### src/design/sed_pkg.sv
`timescale 1ns / 1ps

package sed_pkg;

    // Fraction bits of a probability, 2^FRAC_BITS is 1.0
    localparam int FRAC_BITS = 30;
    // Field widths of the item and result channels
    localparam int DIST_W    = 17;
    localparam int SIZE_W    = 9;
    localparam int PROB_W    = FRAC_BITS + 1;
    // Fraction bits of the distance field
    localparam int DIST_FRAC = 16;

    typedef enum logic [3:0] {
        ST_IDLE,
        ST_THR_A,
        ST_THR_B,
        ST_THR_C,
        ST_SWEEP,
        ST_DRAIN_A,
        ST_DRAIN_B,
        ST_DIV,
        ST_FINISH
    } sed_state_t;

    // Controller to datapath
    typedef struct packed {
        logic load;      // latch item, clear row/column state
        logic thr_a;     // distance * m
        logic thr_b;     // * n
        logic thr_c;     // threshold from product
        logic row_next;  // advance row, set up weight division
        logic div_step;  // one quotient bit
        logic issue;     // launch one lattice cell
        logic res_load;  // move final cell to result register
    } sed_cmd_t;

    // Datapath to controller
    typedef struct packed {
        logic col_last;  // current column is n
        logic row_last;  // current row is m
        logic div_last;  // last quotient bit this cycle
        logic res_full;  // result register still holds a result
    } sed_stat_t;

endpackage

### src/design/sed_ctrl.sv
`timescale 1ns / 1ps

module sed_ctrl (
    input  logic                clk,
    input  logic                rst_n,
    input  logic                in_valid,
    output logic                in_ready,
    input  sed_pkg::sed_stat_t  stat,
    output sed_pkg::sed_cmd_t   cmd
);
    import sed_pkg::*;

    sed_state_t state_reg;
    sed_state_t state_next;

    always_ff @(posedge clk or negedge rst_n)
    begin
        if (!rst_n)
        begin
            state_reg <= ST_IDLE;
        end
        else
        begin
            state_reg <= state_next;
        end
    end

    always_comb
    begin
        state_next = state_reg;
        cmd        = '0;
        in_ready   = 1'b0;
        unique case (state_reg)
            ST_IDLE:
            begin
                in_ready = 1'b1;
                if (in_valid)
                begin
                    cmd.load   = 1'b1;
                    state_next = ST_THR_A;
                end
            end
            ST_THR_A:
            begin
                cmd.thr_a  = 1'b1;
                state_next = ST_THR_B;
            end
            ST_THR_B:
            begin
                cmd.thr_b  = 1'b1;
                state_next = ST_THR_C;
            end
            ST_THR_C:
            begin
                cmd.thr_c  = 1'b1;
                state_next = ST_SWEEP;
            end
            ST_SWEEP:
            begin
                cmd.issue = 1'b1;
                if (stat.col_last)
                begin
                    state_next = ST_DRAIN_A;
                end
            end
            ST_DRAIN_A:
            begin
                state_next = ST_DRAIN_B;
            end
            ST_DRAIN_B:
            begin
                if (stat.row_last)
                begin
                    state_next = ST_FINISH;
                end
                else
                begin
                    cmd.row_next = 1'b1;
                    state_next   = ST_DIV;
                end
            end
            ST_DIV:
            begin
                cmd.div_step = 1'b1;
                if (stat.div_last)
                begin
                    state_next = ST_SWEEP;
                end
            end
            ST_FINISH:
            begin
                if (!stat.res_full)
                begin
                    cmd.res_load = 1'b1;
                    state_next   = ST_IDLE;
                end
            end
            default:
            begin
                state_next = ST_IDLE;
            end
        endcase
    end

`ifndef ASSERT_OFF
    // never overwrite a result the receiver has not taken
    a_res_no_overwrite: assert property (@(posedge clk) disable iff (!rst_n)
        cmd.res_load |-> !stat.res_full)
        else $error("result loaded while output register full");
`endif

endmodule

### config.mk
export PLATFORM = sky130hd
export DESIGN_NAME = sed_ctrl
export DESIGN_NICKNAME = d
export VERILOG_FILES = /design/src/design/sed_pkg.sv /design/src/design/sed_ctrl.sv
export SDC_FILE = /design/constraint.sdc
export NUM_CORES = 1
export LEC_CHECK = 0
export ABC_CLOCK_PERIOD_IN_PS = 4100
export BUFFER_PORTS_ARGS = -buffer_cell sky130_fd_sc_hd__buf_2
export CAP_MARGIN = 20
export CORE_AREA = 4 4 41 43
export CTS_CLUSTER_DIAMETER = 30
export CTS_CLUSTER_SIZE = 14
export DETAILED_ROUTE_END_ITERATION = 7
export DIE_AREA = 0 0 45 47
export GPL_TIMING_DRIVEN = 0
export HOLD_SLACK_MARGIN = 0.02
export MAX_ROUTING_LAYER = met4
export PLACE_DENSITY = 0.45
export SYNTH_ARGS = -nofsm -noshare
export SYNTH_HDL_FRONTEND = slang
export SYNTH_SLANG_ARGS = --single-unit
### constraint.sdc
create_clock -name clk -period 4.1 [get_ports clk]
set_clock_uncertainty 0.2 [all_clocks]
set_input_delay 1.23 -clock clk [delete_from_list [all_inputs] [get_ports clk]]
set_output_delay 1.23 -clock clk [all_outputs]
set_load 0.05 [all_outputs]
Word-level counts from Yosys, hierarchy flattened
Index checks and enable logic that the tools add are counted.
- eq/ne operators: 12
- muxes and demuxes: 18
- reductions and logical operators: 2
- operator list (kind ; count):
    one-hot mux 4 bit (9 select lines) ; 1
    2-to-1 mux 4 bit ; 5
    == test 4 x 3 -> 1 bit, second input constant ; 4
    2-to-1 mux 1 bit ; 12
    == test 4 x 2 -> 1 bit, second input constant ; 2
    != test 2 bit, second input constant ; 4
    == test 4 x 1 -> 1 bit, second input constant ; 1
    == test 4 bit, second input constant ; 1
    logical NOT 4 bit ; 1
    AND reduction 4 bit ; 1
- bits in registers: 4
- bits of input ports: 7
- output and inout port bits: 9

Depth between registers and ports, before layout
Gate-level depths: netlist of run 1.
- depth in word-level cells: 3
- mapped depth: 4
- depth with buffers taken out: 3

Worst setup path after synthesis of run 1
OpenSTA, ideal clock, no wires.
- path type: input port to output port
- start point: input port stat[0] in the netlist's numbering
- end point: output port cmd[0] in the netlist's numbering
- data arrival time: 2729 ps
- required time: 2670 ps
- setup slack: -59 ps
- stages: 1
- cell sequence: nor4_1
- longest elaborated chain between the ends: 2
- RTL lines (what ; RTL line ; source):
    start, declared ; sed_ctrl.sv:8 ; input sed_pkg::sed_stat_t stat,
    2-to-1 mux 1 bit ; sed_ctrl.sv:92 ; if (!stat.res_full)
    2-to-1 mux 1 bit ; sed_ctrl.sv:33 ; unique case (state_reg)
    end, declared ; sed_ctrl.sv:9 ; output sed_pkg::sed_cmd_t cmd
No other way between the ends.

==> results.ini, run 1 <==
[route]
drt_drc_violations_left = 0
drt-initial-drc-count = 9
routed_wire_length_per_instance_um = 10.87
drt-total-wl_um = 750
drtPass1Iterations = 4
final_antenna_net_count = 0
vias = 327
route.detailed.vias_per_inst = 4.739

[cells_and_area]
final_layout_size_suffix_gt1_share_pct = 48.15
antenna_cells_inserted = 0
finalCoreUtilization_pct = 32.98
largest_register_ffs = 4
final_nets = 63
area_growth_syn_to_layout_pct = 42.92

[floorplanning]
die-height_um = 47
initial_core_util_pct = 23.08
coreArea_um2 = 1301
number_of_i_o_pins = 16
dieWidth_um = 45
die_footprint_um2 = 2115
row_count = 13

[setup_path]
critical-path-top-delay-family = buffers and inverters
crit_top_cell = sky130_fd_sc_hd__buf_2
criticalPathCategory = in -> out
worstSetupStartpointType = primary input
critical_path_buf_inv_count = 2
critPathMaxStageDelay_ns = 0.29
path_cells = buf_2 > nor4_2 > buf_2
setup.worst_path.start = stat[0]
crit_path_end_kind = output pin
rr_startpoint = state_reg[2]
worst-endpoint-required_ns = 2.67
cpMaxStageDelayCell = sky130_fd_sc_hd__buf_2
critical_path.max_fanout = 2
arrival_ns = 1.82

[global_route]
pin_count_of_the_biggest_net_entering_global_routing = 11
number_of_antenna_violations_at_the_first_check_in_global_routing = 0
globalRouteOverflowTotal = 0
grt_usage_pct = 8.585
grt_pass1_vias = 301
wire_length_of_the_first_global_routing_pass_um = 1269

[placed_design]
post-dp-hpwl_um = 540.3
place_congestion = 0.6848
portBuffers = 15
place_worst_setup_slack_ns = 0.8484

[timing]
final.setup.tns_ns = 0
setup_slack_of_the_critical_path_after_layout_ns = 0.8521
rsz_0062_raised_after_global_routing = no
max_freq_mhz = 307.9
timing.final.setup_violations = 0
final_min_period_over_clock_period_pct = 79.22
post-route-min-period_ns = 3.248
tightestPinTransition_ns = 0.2459
max_slew_margin_pct = 83.47
slew_viols_final = 0
final_hold_viol_count = 0

[cts]
h_tree_depth = 1
path_clk_slew_ns = 0.04
cts-buffers-inserted = 3
clock_sink_count = 4
max-clock-path-buffers = 2
cts.root.buffer_cell = sky130_fd_sc_hd__clkbuf_4
insertion_delay_ns = 0.23
post_cts.repair.setup_buffers = 0
tritoncts = built
cts_hold_repair.buffers = 0
post_cts_resized = 0

[synth]
yosysTopAreaCell = sky130_fd_sc_hd__dfrtp_1
synthDominantCellAreaShare_pct = 33.33
synthesis.nets = 43
synth.cell_area_um2 = 300.3
yosysWarnings = 0
synth_edf_count = 0
post_synth_num_cell_types = 22
ys_top_cells_by_count = 4 x sky130_fd_sc_hd__dfrtp_1, 4 x sky130_fd_sc_hd__nor3_1, 3 x sky130_fd_sc_hd__a21oi_1, 3 x sky130_fd_sc_hd__nand2_1
synth_seq_cells = 4
synth_flop_cell = sky130_fd_sc_hd__dfrtp_1
post_synth_main_area_contributors = sky130_fd_sc_hd__dfrtp_1 33%, sky130_fd_sc_hd__buf_6 7.5%, sky130_fd_sc_hd__nor3_1 6.7%
syn_area_per_cell_um2 = 8.341
gate_count_of_the_mapped_netlist = 36
ys_async_sr_fraction_pct = 100.0
yosysSeqAreaShare_pct = 33.33

[pwr]
overall_power_of_the_completed_layout_uw = 393.7
power_leakage_nw = 0.2113
power.density_nw_per_um2 = 917.5
ir_worst_vdd_v = 0.0003935

[flow_run]
drv.max_cap_violation_count = 0

[status]
status = completed

[hold_path]
hold_start = state_reg[3]
hp-class = reg -> reg

cell families (layout without fill, tap and decap cells):
kind of cell / count (synthesis) / after routing / share of synthesized area (%)
compound gates: 6 / 6 / 11.25
buf+inv: 5 / 23 / 12.08
flops: 4 / 4 / 33.33
mux: 1 / 1 / 3.333
simple gates: 20 / 20 / 40.00
report_power, final:
part | leakage [nW] | switching (mW) | internal, mW
logic | 0.147 | 0.198 | 0.0861
clock network | 0.0138 | 0.0154 | 0.0327
registers | 0.0507 | 0.00461 | 0.0565
metal layers:
| metal | wire length (µm) | GRT usage [%] | vias up |
|---|---|---|---|
| met3 | 81 | 1.149 | 0 |
| met2 | 356 | 12.15 | 23 |
| met4 | 0 | 7.018 | 0 |
| met5 | 0 | - | - |
| li1 | - | - | 163 |
| met1 | 313 | 10.76 | 141 |
stage by stage:
| stage | cells | hold WS, ns | instance area (µm²) |
|---|---|---|---|
| after floorplan | 36 | 0.3174 | 312.8 |
| after global placement | 66 | 0.3461 | 406.6 |
| after detailed placement | 66 | 0.3474 | 406.6 |
| after CTS | 69 | 0.3467 | 429.2 |
| after global routing | 69 | 0.3616 | 429.2 |
| final | 69 | 0.3464 | 429.2 |
cell type report:
class                           count  area, µm²
Fill cell                         147      872.1
Multi-Input combinational cell     27      176.4
Sequential cell                     4      100.1
Timing Repair Buffer               15      75.07
Buffer                              4      32.53
Clock buffer                        3      22.52
Tap cell                           15      18.77
Inverter                            1      3.754
cell usage in the layout (no fill, tap or decap), drive strengths merged:
master / instances
nand3b: 1
dfrtp: 4
a31oi: 1
nor2b: 1
nor4b: 1
o21ai: 1
nor2: 1
or3: 1
nor3: 4
inv: 1
mux2i: 1
and2: 1
or2: 1
nand3: 1
nor4: 2
a21o: 1
nand2: 3
buf: 19
clkbuf: 3
a21oi: 3
nand2b: 3
worst reg2reg max path, delay by kind of cell, from the launching register on:
family / cells / cell delay [ns]
AOI/OAI and AO/OA: 1 / 0.14
muxes: 1 / 0.12
and+or+nand+nor: 1 / 0.30
buffers and inverters: 1 / 0.14
DFF: 1 / 0.36
path summary, 6_finish.rpt:
| kind | cells past startpoint | slack [ns] | to |
|---|---|---|---|
| worst min register to register | 2 | 0.35 | state_reg[1] |
| max in group asynchronous | 1 | 2.99 | state_reg[3] |
| worst min-delay path | 2 | 0.35 | state_reg[1] |
| worst max-delay path | 3 | 0.85 | cmd[0] |
| min in group asynchronous | 1 | 0.59 | state_reg[0] |
| worst max register to register | 4 | 2.76 | state_reg[0] |
(Power assumes the default switching activity.)
==> inputs of run 2 (changes only) <==
--- a/config.mk
+++ b/config.mk
@@ -5,7 +5,7 @@
 export SDC_FILE = /design/constraint.sdc
 export NUM_CORES = 1
 export LEC_CHECK = 0
-export ABC_CLOCK_PERIOD_IN_PS = 4100
+export ABC_CLOCK_PERIOD_IN_PS = 2900
 export BUFFER_PORTS_ARGS = -buffer_cell sky130_fd_sc_hd__buf_2
 export CAP_MARGIN = 20
 export CORE_AREA = 4 4 41 43
@@ -16,7 +16,7 @@
 export GPL_TIMING_DRIVEN = 0
 export HOLD_SLACK_MARGIN = 0.02
 export MAX_ROUTING_LAYER = met4
-export PLACE_DENSITY = 0.45
+export PLACE_DENSITY = 0.47
 export SYNTH_ARGS = -nofsm -noshare
 export SYNTH_HDL_FRONTEND = slang
 export SYNTH_SLANG_ARGS = --single-unit
==> constraint.sdc (replaced) <==
create_clock -name clk -period 2.9 [get_ports clk]
set_clock_uncertainty 0.2 [all_clocks]
set_input_delay 0.87 -clock clk [delete_from_list [all_inputs] [get_ports clk]]
set_output_delay 0.87 -clock clk [all_outputs]
set_load 0.05 [all_outputs]
==> results.ini, run 2 (synthesis gave the netlist of run 1 again) <==
[status]
status = completed  ; unchanged

[pwr]
ir_worst_vdd_v = 0.0006504  ; was 0.0003935 V
power_leakage_nw = 0.2136  ; was 0.2113 nW
power.density_nw_per_um2 = 1281  ; was 917.5 nW/µm²

[setup_path]
crit_top_cell = sky130_fd_sc_hd__buf_2  ; unchanged
crit_path_end_kind = output pin  ; unchanged
arrival_ns = 1.51  ; was 1.82 ns
criticalPathCategory = in -> out  ; unchanged
worstReg2RegEnd = state_reg[3]  ; was state_reg[0]
critical_path.max_fanout = 2  ; unchanged
critPathMaxStageDelay_ns = 0.31  ; was 0.29 ns
rr_startpoint = state_reg[3]  ; was state_reg[2]
worstSetupStartpointType = primary input  ; unchanged
path_cells = buf_2 > nor4_2 > buf_2  ; unchanged
worst-endpoint-required_ns = 1.83  ; was 2.67 ns
cpMaxStageDelayCell = sky130_fd_sc_hd__buf_2  ; unchanged
reg2reg_slack_ns = 1.54  ; was 2.76 ns
critPathCapture = cmd[0]  ; unchanged
worstRegToRegCells = 4  ; unchanged
setup.worst_path.start = stat[0]  ; unchanged

[route]
drtPass1Iterations = 2  ; was 4
final_antenna_net_count = 0  ; unchanged
vias = 317  ; was 327
drt-initial-drc-count = 2  ; was 9
drt-total-wl_um = 786  ; was 750 µm
routed_wire_length_per_instance_um = 11.39  ; was 10.87 µm
drt_drc_violations_left = 0  ; unchanged
route.detailed.vias_per_inst = 4.594  ; was 4.739

[placed_design]
post-dp-hpwl_um = 573.8  ; was 540.3 µm
place_worst_setup_slack_ns = 0.3374  ; was 0.8484 ns
portBuffers = 15  ; unchanged
place_congestion = 0.7204  ; was 0.6848

[cells_and_area]
antenna_cells_inserted = 0  ; unchanged
final_nets = 63  ; unchanged
final_layout_size_suffix_gt1_share_pct = 51.85  ; was 48.15%
area_growth_syn_to_layout_pct = 46.67  ; was 42.92%
fillCellCount = 160  ; was 147
layout.cells.most_common = sky130_fd_sc_hd__buf_2  ; unchanged
final-seq-area_um2 = 100.1  ; unchanged
multi_input_area_um2 = 187.7  ; was 176.4 µm²
largest_register_ffs = 4  ; unchanged
layout.cells.most_common_list = 17 x sky130_fd_sc_hd__buf_2, 4 x sky130_fd_sc_hd__dfrtp_1  ; was 17 x sky130_fd_sc_hd__buf_2, 4 x sky130_fd_sc_hd__nor3_1, 4 x sky130_fd_sc_hd__dfrtp_1

[timing]
slew_viols_final = 0  ; unchanged
final_min_period_over_clock_period_pct = 88.91
tightestPinTransition_ns = 0.2502  ; was 0.2459 ns
setup_slack_of_the_critical_path_after_layout_ns = 0.3215  ; was 0.8521 ns
max_freq_mhz = 387.8
final_hold_viol_count = 0  ; unchanged
final.setup.tns_ns = 0  ; unchanged
post-route-min-period_ns = 2.579
max_slew_margin_pct = 83.44  ; was 83.47%
timing.final.setup_violations = 0  ; unchanged
rsz_0062_raised_after_global_routing = no  ; unchanged

[hold_path]
hp-class = in -> async  ; was reg -> reg

[global_route]
pin_count_of_the_biggest_net_entering_global_routing = 11  ; unchanged
wire_length_of_the_first_global_routing_pass_um = 1297  ; was 1269 µm
grt_pass1_vias = 300  ; was 301
grt_usage_pct = 9.255  ; was 8.585%
globalRouteOverflowTotal = 0  ; unchanged
number_of_antenna_violations_at_the_first_check_in_global_routing = 0  ; unchanged

[cts]
tritoncts = built  ; unchanged
insertion_delay_ns = 0.23  ; about the same
cts_hold_repair.buffers = 0  ; unchanged
path_clk_slew_ns = 0.04  ; about the same
max-clock-path-buffers = 2  ; unchanged
clock_sink_count = 4  ; unchanged
post_cts_resized = 0  ; unchanged
post_cts.repair.setup_buffers = 0  ; unchanged
cts-buffers-inserted = 3  ; unchanged
cts.root.buffer_cell = sky130_fd_sc_hd__clkbuf_4  ; unchanged
h_tree_depth = 1  ; unchanged

[floorplanning]
die_footprint_um2 = 2115  ; unchanged
row_count = 13  ; unchanged
die-height_um = 47  ; unchanged
number_of_i_o_pins = 16  ; unchanged
dieWidth_um = 45  ; unchanged
initial_core_util_pct = 23.08  ; unchanged
coreArea_um2 = 1301  ; unchanged

[flow_run]
drv.max_cap_violation_count = 0  ; unchanged

## run 2: cell type report
type                    instances  share of cell area [%]
multi-input cells              27                   42.61
flip-flops and latches          4                   22.73
repair buffers                 15                   17.05
plain buffers                   4                   7.386
clock buffers                   3                   5.114
well taps                      15                   4.261
inverters                       1                  0.8523
## run 2: worst min path at each step
stage               cells past startpoint      endpoint    startpoint
finish                                  1  state_reg[1]         rst_n
global route                            1  state_reg[1]         rst_n
floorplan                               2  state_reg[1]  state_reg[3]
detailed placement                      2  state_reg[1]  state_reg[3]
global placement                        2  state_reg[1]  state_reg[3]
CTS                                     1  state_reg[1]         rst_n
## run 2: critical path, delay by kind of cell
| kind | cells | cell delay [ns] |
|---|---|---|
| AND/OR/NAND/NOR | 1 | 0.22 |
| buffers and inverters | 2 | 0.42 |
## run 2: per-layer routing
| layer | global-route usage (%) | up-vias | wire length, µm |
|---|---|---|---|
| met4 | 8.772 | 0 | 16 |
| met3 | 2.299 | 2 | 62 |
| met2 | 9.887 | 16 | 309 |
| met1 | 13.10 | 135 | 398 |
| li1 | - | 164 | - |
| met5 | - | - | 0 |
## run 2: stage by stage
stage	hold slack (ns)	power, mW	util (%)	cell area (µm²)	instances
4_1_cts	0.2269	0.5716	33.85	440.4	69
5_1_grt	0.2270	0.6082	33.85	440.4	69
6_report	0.2307	0.5642	33.85	440.4	69
2_1_floorplan	0.3216	0.4231	-	324.1	36
3_3_place_gp	0.3497	0.5038	32.12	417.9	66
3_5_place_dp	0.3583	0.4990	32.12	417.9	66
## run 2: report_power, final
group	internal (mW)	switching [mW]
clock network	0.0462	0.0215
registers	0.0797	0.00598
logic	0.125	0.286
==> inputs of run 3 (changes only) <==
--- a/config.mk
+++ b/config.mk
@@ -8,11 +8,12 @@
 export ABC_CLOCK_PERIOD_IN_PS = 2900
 export BUFFER_PORTS_ARGS = -buffer_cell sky130_fd_sc_hd__buf_2
 export CAP_MARGIN = 20
-export CORE_AREA = 4 4 41 43
+export CORE_AREA = 8 8 45 47
+export CTS_BUF_LIST = sky130_fd_sc_hd__clkbuf_8
 export CTS_CLUSTER_DIAMETER = 30
 export CTS_CLUSTER_SIZE = 14
 export DETAILED_ROUTE_END_ITERATION = 7
-export DIE_AREA = 0 0 45 47
+export DIE_AREA = 0 0 53 55
 export GPL_TIMING_DRIVEN = 0
 export HOLD_SLACK_MARGIN = 0.02
 export MAX_ROUTING_LAYER = met4
==> results.ini, run 3 (synthesis gave the netlist of run 1 again) <==
[cells_and_area]
final_cell_area_um2 = 460.4  ; was 440.4 µm²
area_growth_syn_to_layout_pct = 53.33  ; was 46.67%
layout.cells.most_common_list = 17 x sky130_fd_sc_hd__buf_2, 4 x sky130_fd_sc_hd__dfrtp_1  ; unchanged
layout.cells.most_common = sky130_fd_sc_hd__buf_2  ; unchanged
final_layout_size_suffix_gt1_share_pct = 51.85  ; unchanged
antenna_cells_inserted = 0  ; unchanged
largest_register_ffs = 4  ; unchanged
final_nets = 63  ; unchanged
instances_no_fill = 70  ; was 69

[pwr]
p_seq_share_pct = 14.2  ; was 15.2%
power.share.combinational_pct = 67.2  ; was 72.8%
power.density_nw_per_um2 = 1324  ; was 1281 nW/µm²
ir_worst_vdd_v = 0.0004644  ; was 0.0006504 V
power.share.clock_pct = 18.6  ; was 12.0%
power_leakage_nw = 0.2214  ; was 0.2136 nW
switching_share_pct = 51.96  ; was 55.54%
internal-power_uw = 292.9  ; was 250.9 µW
netSwitchingPower_uw = 316.8  ; was 313.3 µW

[setup_path]
crit_top_cell = sky130_fd_sc_hd__buf_2  ; unchanged
worst-endpoint-required_ns = 1.83  ; about the same
path_cells = buf_2 > nor4_2 > buf_2  ; unchanged
criticalPathCategory = in -> out  ; unchanged
worstSetupStartpointType = primary input  ; unchanged
arrival_ns = 1.46  ; was 1.51 ns
critPathMaxStageDelay_ns = 0.30  ; was 0.31 ns
setup.worst_path.start = stat[0]  ; unchanged
critical_path.max_fanout = 2  ; unchanged
crit_path_end_kind = output pin  ; unchanged
rr_startpoint = state_reg[0]  ; was state_reg[3]
cpMaxStageDelayCell = sky130_fd_sc_hd__buf_2  ; unchanged

[global_route]
wire_length_of_the_first_global_routing_pass_um = 1428  ; was 1297 µm
grt_pass1_vias = 329  ; was 300
grt_usage_pct = 7.163  ; was 9.255%
number_of_antenna_violations_at_the_first_check_in_global_routing = 0  ; unchanged
globalRouteOverflowTotal = 0  ; unchanged
pin_count_of_the_biggest_net_entering_global_routing = 11  ; unchanged

[flow_run]
drv.max_cap_violation_count = 0  ; unchanged

[cts]
h_tree_depth = 1  ; unchanged
cts-buffers-inserted = 3  ; unchanged
cts.root.buffer_cell = sky130_fd_sc_hd__clkbuf_8  ; was sky130_fd_sc_hd__clkbuf_4
post_cts.repair.setup_buffers = 0  ; unchanged
tritoncts = built  ; unchanged
insertion_delay_ns = 0.21  ; was 0.23 ns
max-clock-path-buffers = 2  ; unchanged
path_clk_slew_ns = 0.03  ; was 0.04 ns
clock_sink_count = 4  ; unchanged
cts_hold_repair.buffers = 0  ; unchanged
post_cts_resized = 0  ; unchanged

[timing]
timing.final.setup_violations = 0  ; unchanged
post-route-min-period_ns = 2.528  ; was 2.579 ns
slew_viols_final = 0  ; unchanged
final_hold_viol_count = 0  ; unchanged
max_slew_margin_pct = 83.24  ; was 83.44%
rsz_0062_raised_after_global_routing = no  ; unchanged
max_freq_mhz = 395.6  ; was 387.8 MHz
final_min_period_over_clock_period_pct = 87.16  ; was 88.91%
tightestPinTransition_ns = 0.2532  ; was 0.2502 ns

[placed_design]
numPlacedInstances = 67  ; was 66
portBuffers = 15  ; unchanged
place_congestion = 0.5994  ; was 0.7204
post-dp-hpwl_um = 643.5  ; was 573.8 µm
placed_inst_area_um2 = 419.2  ; was 417.9 µm²

[status]
status = completed  ; unchanged

[route]
drtPass1Iterations = 4  ; was 2
vias = 313  ; was 317
drt_drc_violations_left = 0  ; unchanged
final_antenna_net_count = 0  ; unchanged
route.detailed.vias_per_inst = 4.471  ; was 4.594
drt-initial-drc-count = 3  ; was 2
routed_wire_length_per_instance_um = 11.83  ; was 11.39 µm
drt-total-wl_um = 828  ; was 786 µm

[floorplanning]
number_of_i_o_pins = 16  ; unchanged
initial_core_util_pct = 21.70  ; was 23.08%
dieWidth_um = 53  ; was 45 µm
coreArea_um2 = 1384  ; was 1301 µm²
die_footprint_um2 = 2915  ; was 2115 µm²
die-height_um = 55  ; was 47 µm
row_count = 14  ; was 13

[hold_path]
hp-class = in -> async  ; unchanged

==> run 3: changes by cell type in the layout (fill, tap and decap cells not counted) <==
cell | before | now
sky130_fd_sc_hd__clkbuf_8 | 0 | 3
sky130_fd_sc_hd__clkbuf_4 | 3 | 0
==> run 3: final timing paths <==
| path | depth (start not counted) | end | slack [ns] |
|---|---|---|---|
| max | 3 | cmd[0] | 0.37 |
| min | 1 | state_reg[3] | 0.25 |
| max reg2reg | 4 | state_reg[0] | 1.54 |
| min reg2reg | 2 | state_reg[2] | 0.36 |
| max in group asynchronous | 1 | state_reg[0] | 2.13 |
| min in group clk | 2 | state_reg[2] | 0.36 |
==> run 3: stage by stage <==
stage	setup slack, ns	power (mW)	hold WS [ns]	TNS, ns	utilization, %
after floorplan	-0.2417	0.4231	0.3216	-0.2417	-
after global placement	0.3668	0.5001	0.3520	0	30.29
after detailed placement	0.3707	0.5017	0.3546	0	30.29
after CTS	0.3605	0.6213	0.2493	0	33.27
after global routing	0.2626	0.6560	0.2552	0	33.27
final	0.3723	0.6097	0.2534	0	33.27
==> run 3: area by class of cell <==
type,instances,area (µm²)
timing repair buffer,15,75.07
sequential,4,100.1
buffer,4,32.53
clock buffer,3,41.29
tap,16,20.02
inverter,1,3.754
multi-input combinational,27,187.7
fill,150,923.4
==> run 3: critical path: cells and delay by family <==
kind	cells	cell delay, ns
and+or+nand+nor	1	0.18
buffers and inverters	2	0.41
==> run 3: power by group through the flow <==
stage	clock, mW	combinational (mW)	sequential [mW]
2_1_floorplan	0	0.337	0.0859
3_3_place_gp	0	0.414	0.0864
3_5_place_dp	0	0.414	0.0874
4_1_cts	0.119	0.416	0.0869
5_1_grt	0.123	0.443	0.0896
6_report	0.113	0.410	0.0865
==> run 3: routing by layer <==
metal  vias up  share of wire [%]  global-route usage [%]
met5         -                  0                       -
met3         2                6.2                   4.011
met2         8                 51                   10.74
met4         0               0.85                   3.879
li1        162                  -                       -
met1       141                 42                   7.328
